<file path="src/spq_pkg.sv">
// ----------------------------------------------------------------------------
// spq_pkg
// shared types and status codes of the sorted priority queue
// ----------------------------------------------------------------------------
package spq_pkg;

  localparam logic [1:0] STATUS_OK        = 2'd0;
  localparam logic [1:0] STATUS_UNDERFLOW = 2'd1;
  localparam logic [1:0] STATUS_OVERFLOW  = 2'd2;

  localparam logic MODE_INSERT = 1'b0;
  localparam logic MODE_REMOVE = 1'b1;

  typedef struct packed {
    logic signed [15:0] prio;
    logic signed [31:0] data;
  } entry_t;

  typedef struct packed {
    logic [1:0]         status;
    logic signed [15:0] prio;
    logic signed [31:0] data;
  } result_t;

endpackage

</file>
<file path="src/spq_if.sv">
// ----------------------------------------------------------------------------
// spq request and result channels
// valid/ready channels that carry queue requests and their results
// ----------------------------------------------------------------------------
interface spq_in_if;
  logic               valid;
  logic               ready;
  logic               mode;
  logic signed [15:0] priority_value;
  logic signed [31:0] data_value;

  modport source (output valid, output mode, output priority_value,
                  output data_value, input ready);
  modport sink   (input valid, input mode, input priority_value,
                  input data_value, output ready);
endinterface

interface spq_out_if;
  logic               valid;
  logic               ready;
  logic [1:0]         status;
  logic signed [15:0] out_priority;
  logic signed [31:0] out_data;

  modport source (output valid, output status, output out_priority,
                  output out_data, input ready);
  modport sink   (input valid, input status, input out_priority,
                  input out_data, output ready);
endinterface

</file>
<file path="src/stable_priority_queue.sv">
// ----------------------------------------------------------------------------
// stable_priority_queue
// bounded priority queue kept sorted in a circular memory; smallest priority
// leaves first, equal priorities leave in arrival order
// ----------------------------------------------------------------------------
//
//  channel  | dir | payload                               | per request
//  ---------+-----+---------------------------------------+----------------
//  in_i     | in  | mode, priority_value, data_value      | one request
//  out_o    | out | status, out_priority, out_data        | one result
//
// steps: a remove reads the head, takes the data in ST_DEQ and hands off in
//   ST_OUT; an insert into an empty queue is stored at the tail and goes to
//   ST_OUT; any other insert walks the stored entries from the tail in ST_INS,
//   one per cycle, shifting each larger one up, then ST_PUT if all were larger,
//   then ST_OUT; underflow and overflow go straight to ST_OUT
// reset: clears the state, pointers, fill count and output valid only; the entry
//   memory is not cleared, entries at or beyond the fill count are never read
// stalls: in_i.ready is high only while idle; a finished result sits in the
//   output register so a new request can be taken while out_o is stalled
//
module stable_priority_queue #(
  parameter int CAPACITY = 16
) (
  input  logic       clk_i,
  input  logic       rst_ni,
  spq_in_if.sink     in_i,
  spq_out_if.source  out_o
);

  localparam int AW = (CAPACITY > 1) ? $clog2(CAPACITY) : 1;
  localparam int CW = $clog2(CAPACITY + 1);
  localparam logic [AW-1:0] LAST_IDX = AW'(CAPACITY - 1);
  localparam logic [CW-1:0] FULL_CNT = CW'(CAPACITY);

  // sequencer codes
  localparam logic [2:0] ST_IDLE = 3'd0;
  localparam logic [2:0] ST_INS  = 3'd1;  // walk from tail, shift larger ones up
  localparam logic [2:0] ST_PUT  = 3'd2;  // new entry lands at the head slot
  localparam logic [2:0] ST_DEQ  = 3'd3;  // head data is back from memory
  localparam logic [2:0] ST_OUT  = 3'd4;  // hand result to the output register

  function automatic logic [AW-1:0] ptr_inc(input logic [AW-1:0] p);
    ptr_inc = (p == LAST_IDX) ? '0 : p + AW'(1);
  endfunction

  function automatic logic [AW-1:0] ptr_dec(input logic [AW-1:0] p);
    ptr_dec = (p == '0) ? LAST_IDX : p - AW'(1);
  endfunction

  logic [2:0]       state_q, state_d;
  logic [AW-1:0]    head_q, head_d;
  logic [AW-1:0]    tail_q, tail_d;    // next free slot
  logic [CW-1:0]    count_q, count_d;
  logic [AW-1:0]    idx_q, idx_d;      // slot whose data is in rd_data_q
  logic [CW-1:0]    left_q, left_d;    // entries not yet compared
  spq_pkg::entry_t  new_q, new_d;
  spq_pkg::result_t res_q, res_d;
  spq_pkg::result_t out_q;
  logic             out_valid_q;

  // entry memory, one write and one registered read per cycle
  spq_pkg::entry_t  mem_q [CAPACITY];
  spq_pkg::entry_t  rd_data_q;
  logic [AW-1:0]    rd_addr;
  logic             wr_en;
  logic [AW-1:0]    wr_addr;
  spq_pkg::entry_t  wr_data;

  logic in_fire;
  logic out_free;
  logic larger;

  assign in_i.ready = (state_q == ST_IDLE);
  assign in_fire    = in_i.valid && in_i.ready;
  assign out_free   = !out_valid_q || out_o.ready;
  // the compare shared by every step of the insert walk
  assign larger     = (rd_data_q.prio > new_q.prio);

  always_comb begin
    state_d = state_q;
    head_d  = head_q;
    tail_d  = tail_q;
    count_d = count_q;
    idx_d   = idx_q;
    left_d  = left_q;
    new_d   = new_q;
    res_d   = res_q;
    rd_addr = ptr_dec(idx_q);
    wr_en   = 1'b0;
    wr_addr = idx_q;
    wr_data = new_q;

    unique case (state_q)
      ST_IDLE: begin
        if (in_fire) begin
          new_d.prio = in_i.priority_value;
          new_d.data = in_i.data_value;
          res_d      = '{status: spq_pkg::STATUS_OK, prio: '0, data: '0};
          if (in_i.mode == spq_pkg::MODE_REMOVE) begin
            rd_addr = head_q;
            if (count_q == '0) begin
              res_d.status = spq_pkg::STATUS_UNDERFLOW;
              state_d      = ST_OUT;
            end else begin
              state_d = ST_DEQ;
            end
          end else if (count_q == FULL_CNT) begin
            res_d.status = spq_pkg::STATUS_OVERFLOW;
            state_d      = ST_OUT;
          end else if (count_q == '0) begin
            // empty queue: store straight at the tail
            wr_en        = 1'b1;
            wr_addr      = tail_q;
            wr_data.prio = in_i.priority_value;
            wr_data.data = in_i.data_value;
            tail_d       = ptr_inc(tail_q);
            count_d      = count_q + CW'(1);
            state_d      = ST_OUT;
          end else begin
            rd_addr = ptr_dec(tail_q);
            idx_d   = ptr_dec(tail_q);
            left_d  = count_q;
            state_d = ST_INS;
          end
        end
      end
      ST_INS: begin
        wr_en = 1'b1;
        if (larger) begin
          // move the larger entry one slot toward the tail
          wr_addr = ptr_inc(idx_q);
          wr_data = rd_data_q;
          if (left_q == CW'(1)) begin
            state_d = ST_PUT;
          end else begin
            idx_d  = ptr_dec(idx_q);
            left_d = left_q - CW'(1);
          end
        end else begin
          // stop behind the first entry with priority <= new one
          wr_addr = ptr_inc(idx_q);
          wr_data = new_q;
          tail_d  = ptr_inc(tail_q);
          count_d = count_q + CW'(1);
          state_d = ST_OUT;
        end
      end
      ST_PUT: begin
        wr_en   = 1'b1;
        wr_addr = idx_q;
        wr_data = new_q;
        tail_d  = ptr_inc(tail_q);
        count_d = count_q + CW'(1);
        state_d = ST_OUT;
      end
      ST_DEQ: begin
        res_d.prio = rd_data_q.prio;
        res_d.data = rd_data_q.data;
        head_d     = ptr_inc(head_q);
        count_d    = count_q - CW'(1);
        state_d    = ST_OUT;
      end
      ST_OUT: begin
        if (out_free) begin
          state_d = ST_IDLE;
        end
      end
      default: begin
        state_d = ST_IDLE;
      end
    endcase
  end

  always_ff @(posedge clk_i) begin
    if (wr_en) begin
      mem_q[wr_addr] <= wr_data;
    end
    rd_data_q <= mem_q[rd_addr];
  end

  always_ff @(posedge clk_i or negedge rst_ni) begin
    if (!rst_ni) begin
      state_q     <= ST_IDLE;
      head_q      <= '0;
      tail_q      <= '0;
      count_q     <= '0;
      out_valid_q <= 1'b0;
    end else begin
      state_q <= state_d;
      head_q  <= head_d;
      tail_q  <= tail_d;
      count_q <= count_d;
      if (state_q == ST_OUT && out_free) begin
        out_valid_q <= 1'b1;
      end else if (out_o.ready) begin
        out_valid_q <= 1'b0;
      end
    end
  end

  // payload registers
  always_ff @(posedge clk_i) begin
    idx_q  <= idx_d;
    left_q <= left_d;
    new_q  <= new_d;
    res_q  <= res_d;
    if (state_q == ST_OUT && out_free) begin
      out_q <= res_q;
    end
  end

  assign out_o.valid        = out_valid_q;
  assign out_o.status       = out_q.status;
  assign out_o.out_priority = out_q.prio;
  assign out_o.out_data     = out_q.data;

  // fill count stays within the memory
  a_count_bound: assert property (@(posedge clk_i) disable iff (!rst_ni)
    count_q <= FULL_CNT)
    else $error("fill count above capacity");

  // a remove from an empty queue ends in an underflow result
  a_underflow: assert property (@(posedge clk_i) disable iff (!rst_ni)
    in_fire && in_i.mode == spq_pkg::MODE_REMOVE && count_q == '0
    |=> state_q == ST_OUT && res_q.status == spq_pkg::STATUS_UNDERFLOW)
    else $error("empty remove did not report underflow");

  // taking the head drops exactly one entry
  a_deq_count: assert property (@(posedge clk_i) disable iff (!rst_ni)
    state_q == ST_DEQ |=> count_q == $past(count_q) - CW'(1))
    else $error("remove did not drop one entry");

  // the insert walk never runs past the stored entries
  a_walk_bound: assert property (@(posedge clk_i) disable iff (!rst_ni)
    state_q == ST_INS |-> left_q != '0 && left_q <= count_q)
    else $error("insert walk out of range");

endmodule
</file>
<file path="src/flat_wrapper.sv">
// flat-port wrapper written by rule: the top's interface ports become plain ports
module stable_priority_queue_flat 
#(
  parameter int CAPACITY = 16
)
  (clk_i, rst_ni, in_i_valid, in_i_mode, in_i_priority_value, in_i_data_value, in_i_ready, out_o_valid, out_o_status, out_o_out_priority, out_o_out_data, out_o_ready);
  spq_in_if in_i_i ();
  spq_out_if out_o_i ();
  input  logic clk_i;
  input  logic rst_ni;
  input wire logic [$bits(in_i_i.valid)-1:0] in_i_valid;
  input wire logic [$bits(in_i_i.mode)-1:0] in_i_mode;
  input wire logic [$bits(in_i_i.priority_value)-1:0] in_i_priority_value;
  input wire logic [$bits(in_i_i.data_value)-1:0] in_i_data_value;
  output wire logic [$bits(in_i_i.ready)-1:0] in_i_ready;
  output wire logic [$bits(out_o_i.valid)-1:0] out_o_valid;
  output wire logic [$bits(out_o_i.status)-1:0] out_o_status;
  output wire logic [$bits(out_o_i.out_priority)-1:0] out_o_out_priority;
  output wire logic [$bits(out_o_i.out_data)-1:0] out_o_out_data;
  input wire logic [$bits(out_o_i.ready)-1:0] out_o_ready;
  assign in_i_i.valid = in_i_valid;
  assign in_i_i.mode = in_i_mode;
  assign in_i_i.priority_value = in_i_priority_value;
  assign in_i_i.data_value = in_i_data_value;
  assign in_i_ready = in_i_i.ready;
  assign out_o_valid = out_o_i.valid;
  assign out_o_status = out_o_i.status;
  assign out_o_out_priority = out_o_i.out_priority;
  assign out_o_out_data = out_o_i.out_data;
  assign out_o_i.ready = out_o_ready;
  stable_priority_queue #(.CAPACITY(CAPACITY)) u_core (.clk_i(clk_i), .rst_ni(rst_ni), .in_i(in_i_i), .out_o(out_o_i));
endmodule
</file>
<file path="config.mk">
export PLATFORM = sky130hd
export DESIGN_NAME = stable_priority_queue_flat
export DESIGN_NICKNAME = d
export VERILOG_FILES = /design/src/spq_pkg.sv /design/src/spq_if.sv /design/src/stable_priority_queue.sv /design/src/flat_wrapper.sv
export SDC_FILE = /design/constraint.sdc
export NUM_CORES = 1
export LEC_CHECK = 0
export BUFFER_PORTS_ARGS = -buffer_cell sky130_fd_sc_hd__buf_2
export CAP_MARGIN = 20
export CORE_MARGIN = 8
export CORE_UTILIZATION = 50
export CTS_CLUSTER_DIAMETER = 40
export DETAILED_ROUTE_END_ITERATION = 7
export PLACE_DENSITY = 0.72
export SLEW_MARGIN = 10
export SYNTH_ARGS = -nofsm -noshare
export SYNTH_HDL_FRONTEND = slang
export SYNTH_SLANG_ARGS = --single-unit
</file>
<file path="constraint.sdc">
create_clock -name clk_i -period 6 [get_ports clk_i]
set_clock_uncertainty 0.1 [all_clocks]
set_input_delay 1.5 -clock clk_i [delete_from_list [all_inputs] [get_ports clk_i]]
set_output_delay 1.5 -clock clk_i [all_outputs]
set_load 0.05 [all_outputs]
</file>
## Yosys cells after proc, flatten, opt, wreduce, memory -nomap -nowiden

Memories as Yosys holds them, arrays and structs flattened. A register that Yosys moved wholly into a read port is not among the register bits.
Cells that the tools add are included.
W data, S select, Z words.

- Bits of input ports: 53
- Bits in writable memories: 768
- Logic and storage cells: 135
- Memories: 1
- Output and inout bits: 52
- Register bits: 174

Memories:

| memory | words | width | rd ports | clocked after memory_dff | wr ports | line | RTL |
|---|---|---|---|---|---|---|---|
| u_core.mem_q | 16 | 48 | 1 | 1 | 1 | stable_priority_queue.sv:63 | `spq_pkg::entry_t mem_q [CAPACITY];` |

- Mux-type cells: 70
- Eq/ne operators: 19
- Add/sub/neg operators: 8
- Order comparisons: 1
- Reductions and logical operators: 21

Operators by type and width:

| cell | number |
|---|---|
| $mux W48 | 6 |
| $pmux W48 S2 | 2 |
| $mux W4 | 25 |
| $mux W5 | 11 |
| $mux W3 | 8 |
| $pmux W5 S4 | 1 |
| $gt A16 B16 Y1 | 1 |
| $pmux W4 S2 | 2 |
| $ne A2 B2 Y1 const B | 7 |
| $add A4 B1 Y4 const B | 3 |
| $eq A4 B4 Y1 const B | 3 |
| $pmux W3 S4 | 1 |
| $pmux W4 S3 | 1 |
| $reduce_and A6 Y1 | 2 |
| $pmux W5 S2 | 1 |
| $sub A5 B1 Y5 const B | 2 |
| $mux W1 | 9 |
| $logic_not A4 Y1 | 2 |
| $sub A4 B1 Y4 const B | 2 |
| $reduce_and A7 Y1 | 1 |
| $eq A3 B2 Y1 const B | 2 |
| $reduce_bool A2 Y1 | 3 |
| $add A5 B1 Y5 const B | 1 |
| $eq A5 B1 Y1 const B | 1 |
| other kinds (17) | 22 |

## Depth between registers and ports, before layout

- Depth in word-level cells: 8
- Mapped depth: 13
- Gate-level depth less buffers: 9

## Worst setup path before layout

OpenSTA, ideal clock, no wires.

- Path type: input to register
- Start point: input in_i_valid
- End point: memory u_core.mem_q[10][0] in the netlist's numbering (enable)
- Library setup time: 0.454 ns
- Path buffers: 1
- Stages on the path: 8
- Arrival: 5.421 ns
- Path slack: 0.026 ns
- Data required time: 5.446 ns
- Path through: or4b_4 buf_6 nor4_2 mux2_2 nand2_1 nor3b_1 nand2b_1 nor2_1

- Longest elaborated chain between the ends: 5
- Elaborated cells between the ends (all ways): 7
- Those cells by class: 6 x mux; 1 x reduce/logical

Ends and longest elaborated chain:

| element | line | RTL |
|---|---|---|
| start: declaration | flat_wrapper.sv:11 | `input wire logic [$bits(in_i_i.valid)-1:0] in_i_valid;` |
| $logic_and A1 B1 Y1 * | stable_priority_queue.sv:75 | `assign in_fire = in_i.valid && in_i.ready;` |
| $mux W1 | stable_priority_queue.sv:96 | `if (in_fire) begin` |
| $pmux W1 S2 | stable_priority_queue.sv:94 | `unique case (state_q)` |
| $mux W1 | stable_priority_queue.sv:176 | `if (wr_en) begin` |
| $mux W1 (implied by the code) | stable_priority_queue.sv:177 | `mem_q[wr_addr] <= wr_data;` |
| end: declaration | stable_priority_queue.sv:63 |  |

Mark *: on every way between the ends. The rest lies on a longest branch, timed or not.

==> impl_metrics.env <==
export IMPL_slew_headroom_pct=30.5
export IMPL_antenna_found_initial=1
export IMPL_rows=101
export IMPL_met1_length_um=36500
export IMPL_port_buffers=104
export IMPL_start_util_pct=50.6
export IMPL_cts_buffer_depth=3
export IMPL_worstMarginPinSlew_ns=1.04
export IMPL_synth_seq_cells=990
export IMPL_vias_per_cell=5.96
export IMPL_wl_per_cell_um=25.8
export IMPL_crit_start="u_core.new_q[37]"
export IMPL_cp_start_kind="flop"
export IMPL_final_setup_viol_count=0
export IMPL_rsz0062_at_grt="false"
export IMPL_gp_congestion=0.837
export IMPL_via_count=20513
export IMPL_rr_startpoint="u_core.new_q[37]"
export IMPL_synthMuxAreaShare_pct=9.44
export IMPL_worstPathBufferInverterCount=2
export IMPL_cp_cell_sequence="inv_1 > ha_1 > a21oi_1 > o21ai_0 > a221o_1 > nor3_1 > mux2i_4 > buf_4 > a22o_1 > a21o_1"
export IMPL_period_share_pct=78.6
export IMPL_cts_repair_resized=0
export IMPL_end_kind="flop"
export IMPL_ioPinCount=105
export IMPL_final_cell_mix="edfxtp_1 (925), mux2i_1 (243), a22o_1 (144), a21oi_1 (113), clkbuf_16 (113)"
export IMPL_wl_um=88700
export IMPL_crit_family="compound AO/OA/AOI/OAI gates"
export IMPL_cts_buffers_inserted=111
export IMPL_layout_commonest_cell="edfxtp_1"
export IMPL_synthXorXnorAreaFrac_pct=0.319
export IMPL_synth_cells=2152
export IMPL_p_per_area_nw_per_um2=609
export IMPL_route_detailed_drc=0
export IMPL_multiInputGateArea_um2=8750
export IMPL_synth_top_family_by_area="multiplexers"
export IMPL_hold_violations=0
export IMPL_final_max_slew_viol_count=0
export IMPL_crit_arrival_ns=4.98
export IMPL_dieWidth_um=293
export IMPL_cts_max_level=3
export IMPL_cts_sinks=990
export IMPL_grt_pass1_vias=20885
export IMPL_synth_ff_type="edfxtp_1"
export IMPL_ir_drop_mv=0.548
export IMPL_holdCritPathClass="reg2reg"
export IMPL_core_area_um2=75900
export IMPL_layout_cells_non_filler=3441
export IMPL_netlist_cell_type_count=62
export IMPL_netlist_area_um2=38400
export IMPL_fillers=5549
export IMPL_drtPass1Iterations=8
export IMPL_drive_gt1_share_pct=18.3
export IMPL_cts_tree="built"
export IMPL_max_cap_violations=0
export IMPL_regArea_um2=29200
export IMPL_syn2layout_area_growth_pct=14.7
export IMPL_die_h_um=293
export IMPL_dr_wl_met2_um=43300
export IMPL_drt_iter0_drc=1892
export IMPL_crit_type="reg2reg"
export IMPL_grt_start_max_net_pins=78
export IMPL_synth_compound_area_share_pct=8.61
export IMPL_fin_nets=2399
export IMPL_cellLeakagePower_nw=15.5
export IMPL_cts_setup_buffers=0
export IMPL_yosys_warnings=0
export IMPL_layout_min_cycle_time_ns=4.72
export IMPL_path_max_fanout=20
export IMPL_synth_async_reset_ratio_pct=1.72
export IMPL_detail_route_antenna_nets=0
export IMPL_die_area_um2=86000
export IMPL_dp_hpwl_um=49800
export IMPL_grt_usage_pct=20.2
export IMPL_slowest_delay_ns=0.93
export IMPL_path_clk_slew_ns=0.06
export IMPL_worstSkewPairLatency_ns=0.66
export IMPL_cp_required_ns=6.26
export IMPL_status="finished clean"
export IMPL_cp_slowest_cell="mux2i_4"
export IMPL_synth_fa_ha_area_share_pct=0.899
export IMPL_fin_setup_tns_ns=0
export IMPL_grt_overflow=0
export IMPL_cts_root_buf="clkbuf_16"
export IMPL_placed_cells=3236
export IMPL_top_layer="met4"
export IMPL_grt_first_pass_wirelength_um=132000
export IMPL_synthesis_nets=2232
export IMPL_max_freq_mhz=212
export IMPL_synth_seq_area_share_pct=75.9
export IMPL_hold_start="u_core.res_q[46]"
export IMPL_wl_met3_um=6870
export IMPL_num_antenna_cells=0
export IMPL_yosys_area_share_simple_pct=2.93
export IMPL_synth_edf_count=925
export IMPL_syn_avg_cell_area_um2=17.9
export IMPL_hold_buffers=0
-- Yosys cell counts, types with 3 or more instances --
cell      number  area share (%)
nand2_1       73            0.71
nor2_1        38            0.37
a22o_1       144             3.3
nor3b_1        6            0.12
o31ai_1        5           0.098
mux2i_1      244             6.4
a211oi_1      48            0.94
nor2b_1        4           0.065
a22oi_1        3           0.059
or3_1          3           0.049
xnor2_1        9            0.21
a21o_1        52             1.0
mux2_2         9            0.26
inv_1         27            0.26
or4_1          3           0.059
mux4_2        48             2.8
o21ai_0        9            0.12
xor2_1         5            0.11
buf_6          4            0.12
dfrtp_1       17             1.1
ha_1          26            0.85
clkbuf_1      63            0.62
nand2b_1      10            0.16
and2_1        47            0.77
a221oi_1      50             1.1
nand4_1        7            0.11
nor3_1         9            0.12
a21oi_1      113             1.5
buf_4         17            0.33
nand3_1        9            0.12
edfxtp_1     925              72
a31oi_1        4           0.065
dfxtp_1       48             2.5
buf_2         39            0.51
-- sequential cells by signal, indices dropped and copies added (netlist names), 5 cells and up --
| signal | count |
|---|---|
| u_core.out_o.out_data | 32 |
| u_core.new_q | 48 |
| u_core.mem_q | 768 |
| u_core.count_q | 5 |
| u_core.rd_data_q | 48 |
| u_core.res_q | 50 |
| u_core.left_q | 5 |
| u_core.out_o.out_priority | 16 |
-- final cells by class --
class,count,area share [%]
timing repair buffer,179,2.77
inverter,29,0.253
tap,1030,2.92
multi-input combinational,1008,19.9
clock buffer,148,6.83
clock inverter,57,1.18
sequential,990,66.2
-- final timing paths --
path                                                 end  slack, ns  depth (start not counted)
setup / recovery                    u_core.mem_q[12][35]       1.28                         10
hold / removal             u_core.out_o.out_priority[14]       0.31                          0
setup reg to reg                    u_core.mem_q[12][35]       1.28                         10
hold reg to reg            u_core.out_o.out_priority[14]       0.31                          0
max in group asynchronous               u_core.head_q[1]       4.82                          1
min in group asynchronous              u_core.count_q[3]       0.67                          1
-- where the power goes --
| part | internal [mW] | total (mW) | switching [mW] |
|---|---|---|---|
| Sequential | 9.78 | 10.3 | 0.507 |
| Combinational | 3.57 | 10.1 | 6.52 |
| Clock | 3.80 | 6.45 | 2.65 |
-- metal layers --
layer | up-vias | GRT usage, %
met5 | - | 0
met4 | 0 | 6.56
met3 | 140 | 3.97
met2 | 819 | 33.3
met1 | 10571 | 27.1
li1 | 8983 | -
-- cell families after synthesis --
family,count (synthesis)
buf+inv,154
fa+ha+maj,27
compound gates,445
flops,990
simple gates,221
mux,301
xor+xnor,14
-- metrics by stage --
step	util, %	setup WS, ns	cell area [µm²]	hold WS (ns)	power, mW
2_1_floorplan	-	0.0256	38400	0.300	17.3
3_3_place_gp	53.4	0.873	40500	0.303	20.1
3_5_place_dp	53.4	0.851	40500	0.305	20.5
4_1_cts	58.0	1.25	44100	0.312	26.9
5_1_grt	58.0	1.14	44100	0.322	28.0
6_report	58.0	1.28	44100	0.309	26.8
Power figures use the tool's default switching activity.
